`config.mk`:
```
export PLATFORM = sky130hd
export DESIGN_NAME = vcf_cell
export DESIGN_NICKNAME = d
export VERILOG_FILES = /design/src/rtl/vcf_pkg.sv /design/src/rtl/vcf_cell.sv
export SDC_FILE = /design/constraint.sdc
export NUM_CORES = 1
export LEC_CHECK = 0
export BUFFER_PORTS_ARGS = -buffer_cell sky130_fd_sc_hd__buf_2
export CAP_MARGIN = 20
export CORE_ASPECT_RATIO = 1.1
export CORE_UTILIZATION = 55
export DETAILED_ROUTE_END_ITERATION = 8
export PLACE_DENSITY = 0.79
export SYNTH_ARGS = -nofsm -noshare
export SYNTH_HDL_FRONTEND = slang
export SYNTH_SLANG_ARGS = --single-unit
```
`constraint.sdc`:
```
create_clock -name aclk -period 20.3 [get_ports aclk]
set_input_delay 6.09 -clock aclk [delete_from_list [all_inputs] [get_ports aclk]]
set_output_delay 6.09 -clock aclk [all_outputs]
set_load 0.02 [all_outputs]
```
`src/rtl/vcf_pkg.sv`:
```
package vcf_pkg;

    localparam int SAMPLE_W  = 16;
    localparam int TAP_W     = 16;
    localparam int PROD_W    = 32;
    localparam int RESULT_W  = 40;
    localparam int CFG_W     = 5;
    localparam int TAP_IDX_W = 4;

    // action codes
    localparam logic ACT_LOAD_TAP = 1'b0;
    localparam logic ACT_SAMPLE   = 1'b1;

    localparam logic [CFG_W-1:0] KERNEL_TAPS_RST = 5'd3;

    typedef logic signed [SAMPLE_W-1:0] sample_t;
    typedef logic signed [TAP_W-1:0]    tap_t;
    typedef logic signed [PROD_W-1:0]   prod_t;
    typedef logic signed [RESULT_W-1:0] result_t;

    typedef struct packed {
        logic shift;
        logic advance;
        logic tap_we;
    } cell_ctl_t;

endpackage

```
`src/rtl/vcf_cell.sv`:
```
module vcf_cell import vcf_pkg::*; (
    input  logic      aclk,
    input  logic      aresetn,
    input  cell_ctl_t ctl,
    input  sample_t   sample_in,
    input  tap_t      tap_wdata,
    input  sample_t   operand,
    output sample_t   sample_out,
    output prod_t     prod
);

    sample_t win_reg, win_next;
    tap_t    tap_reg, tap_next;
    prod_t   prod_reg, prod_next;

    always_comb begin
        win_next  = ctl.shift ? sample_in : win_reg;
        tap_next  = ctl.tap_we ? tap_wdata : tap_reg;
        // product taken with the tap as it stands when the sample arrives
        prod_next = ctl.advance ? prod_t'(operand) * prod_t'(tap_reg) : prod_reg;
    end

    always_ff @(posedge aclk) begin
        if (!aresetn) begin
            tap_reg <= '0;
        end else begin
            tap_reg <= tap_next;
        end
    end

    always_ff @(posedge aclk) begin
        win_reg  <= win_next;
        prod_reg <= prod_next;
    end

    assign sample_out = win_reg;
    assign prod       = prod_reg;

endmodule

```
==> impl_metrics.toml <==
[timing]
clock-skew-final_ns = 0.0111
setup_viol = 0
worst_slack_ns = 8.52
worstMarginPinSlew_ns = 0.842
finalCriticalPeriod_ns = 11.78
slew_viol_final = 0
period_share_pct = 58.0
fmax_mhz = 84.9
tns_ns = 0
hold_violations = 0
slew_headroom_pct = 43.9
rsz0062_at_grt = "no"

[critical_path]
startpoint_type = "input port"
required_ns = 20.40
setup.worst_path.end_class = "register"
cp_max_fo = 16
crit_type = "in2reg"
crit_arrival_ns = 11.88

[global_routing]
grt_antenna_before_repair = 0
grt_pass1_wl_um = 42800
grt_pass1_vias = 8851
grt_max_degree = 33
grt_use_total_pct = 25.3
grt_remaining_overflow = 0

[floorplan]
floorplan.initialDensity_pct = 55.9
die_area_um2 = 22200
die_y_um = 156
io_pins = 101
fp-row-count = 56
chipWidth_um = 142
core_um2 = 21200

[synth]
synth-xor-area-share_pct = 2.43
synthMuxAreaShare_pct = 1.52
synth.net_count = 1584
ys_warn_count = 0
synthSimpleGateAreaFrac_pct = 13.6
synthAdderAreaFrac_pct = 52.8
ys_seq_area_share_pct = 14.8
ys_types = 44
synth_top_family_by_area = "adder cells"
syn_inst = 1187
async_flop_share_pct = 0
synth_compound_area_share_pct = 4.35
avgSynthCellArea_um2 = 10.0
synth_edf_count = 48
synth_ff_type = "edfxtp_1"
synth-seq-cells = 64
synthesis.area_um2 = 11900

[layout]
postLayoutCellArea_um2 = 12900
largest_reg_flops = 32
fin_nets = 1657
drive_gt1_share_pct = 10.0
antennaDiodeCount = 0
instances_no_fill = 1555
nFillCells = 1750
syn2layout_area_growth_pct = 8.82

[clocking]
clk_latency_ns = 0.35
cts_max_level = 3
cts_tree = "done"
clockBufferDepth = 2
cts_sinks = 64
root_buffer = "clkbuf_16"
ctsHoldBuffers = 0
cts_setup_buffers = 0
clk_pin_slew_worst_paths_ns = 0.06
numCtsBuffers = 9
ctsResizeCount = 0

[placed_design]
place_congestion = 0.848
placed_area_um2 = 12600
dp_slack_ns = 8.17
dpl.cell_count = 1539
port-buffer-count = 100
dp_hpwl_um = 20700

[power_and_ir_drop]
p_leak_nw = 6.54
comb_power_share_pct = 69.9
vdd_drop_max_uv = 136
power_switching_w = 0.000634
switching_share_pct = 47.2
power_w = 0.00134
pwr_density_cell_nw_per_um2 = 104
internal-power_w = 0.000709
seq_power_share_pct = 17.1
clkPwrFrac_pct = 13.0

[routing]
wl_per_cell_um = 16.4
final_antenna_net_count = 0
drt-pass1-iter-count = 5
vias_per_cell = 5.27
vias = 8195
routed_wl_um = 25600
drcViolationCount = 0
drtIter0Drc = 466

[flow_run]
drv_cap = 0

[worst_hold_path]
hold_class = "reg2reg"

[run_status]
status = "completed"
==> path summary, 6_finish.rpt <==
| path | from | endpoint | slack [ns] | cells past startpoint |
|---|---|---|---|---|
| worst min register to register | tap_reg[15] | tap_reg[15] | 0.66 | 2 |
| worst min-delay path | tap_reg[15] | tap_reg[15] | 0.66 | 2 |
| worst max register to register | tap_reg[2] | prod[30] | 13.73 | 18 |
| worst max-delay path | operand[15] | prod[30] | 8.52 | 19 |
==> area by class of cell <==
type	count	area [um^2]	area share, %
Clock buffer	9	225	1.74
Clock inverter	7	103	0.794
Inverter	293	1100	8.51
Multi-Input combinational cell	792	8870	68.6
Sequential cell	64	1760	13.6
Tap cell	290	363	2.81
Timing Repair Buffer	100	500	3.87
==> worst max-delay path, cell delays in order <==
cell and delay, ns:
buf_2 0.28, nand2_1 0.15, inv_1 0.17, fa_1 0.54, fa_1 0.82, fa_1 0.52
fa_1 0.51, fa_1 0.49, inv_1 0.05, fa_1 0.47, inv_1 0.04, ha_1 0.35
a21o_1 0.22, a31o_2 0.21, a221oi_1 0.36, o21a_1 0.17, o221a_2 0.21, a21oi_1 0.08
xor2_1 0.14
==> layer usage <==
layer  part of all wire, %  track usage [%]
met1                    37             30.0
met2                    53             44.9
met3                   5.4             3.50
met4                   4.6             12.7
met5                     0                0
==> cells by family (layout without fill, tap and decap cells) <==
group,count (synthesis),in the layout
AO/OA/AOI/OAI,75,75
flip-flops,64,64
AND/OR/NAND/NOR,322,322
adder cells (fa/ha/maj),344,344
buffers and inverters,331,409
multiplexers,18,18
XOR/XNOR,33,33
==> synthesized netlist by cell type (all sizes together) (2+ instances only) <==
master  instances  area share, %
fa            262             44
a21oi          21           0.88
nand3           4           0.21
a31oi           4           0.26
xnor2          27            2.0
o21a            3           0.19
a221oi          4           0.44
o21bai          3           0.19
nor3            4           0.17
inv           293            9.3
o21ai          19           0.83
and3            3           0.17
o211ai          3           0.23
nor2           30           0.95
clkbuf         38            1.2
mux2i          18            1.5
a21o            8           0.51
edfxtp         48             12
a211oi          2           0.13
dfxtp          16            2.7
xor2            6           0.44
and2          123            6.5
nor2b          19            1.0
nand2         130            4.1
ha             82            8.6
nand2b          6           0.32
==> stage by stage <==
| step | util (%) | hold WS [ns] |
|---|---|---|
| 3_3_place_gp | 59.3 | 0.612 |
| 6_report | 60.9 | 0.662 |
| 4_1_cts | 60.9 | 0.653 |
| 2_1_floorplan | - | 0.534 |
| 5_1_grt | 60.9 | 0.682 |
| 3_5_place_dp | 59.3 | 0.632 |
==> power groups by stage <==
stage | registers [W] | clock network [W] | logic (W)
global route | 0.000234 | 0.000182 | 0.00106
global placement | 0.000233 | 0 | 0.000909
finish | 0.000230 | 0.000175 | 0.000939
detailed placement | 0.000231 | 0 | 0.000943
floorplan | 0.000264 | 0 | 0.000681
CTS | 0.000230 | 0.000178 | 0.000953
==> cells in the final DEF, fill, tap and decap left out, types with 4 or more instances in the layout <==
cell and count:
nor2b_1 19, buf_2 100, nor2_1 30, o21ai_0 18, and2_1 123, dfxtp_1 16, a21oi_1 21, ha_1 82
nor3_1 4, inv_1 293, nand2b_1 6, nand2_1 130, xnor2_1 27, edfxtp_1 48, xor2_1 6, fa_1 262
mux2i_1 18, clkbuf_16 9, a21o_1 8
No activity file was read; power rests on OpenSTA's default activity.
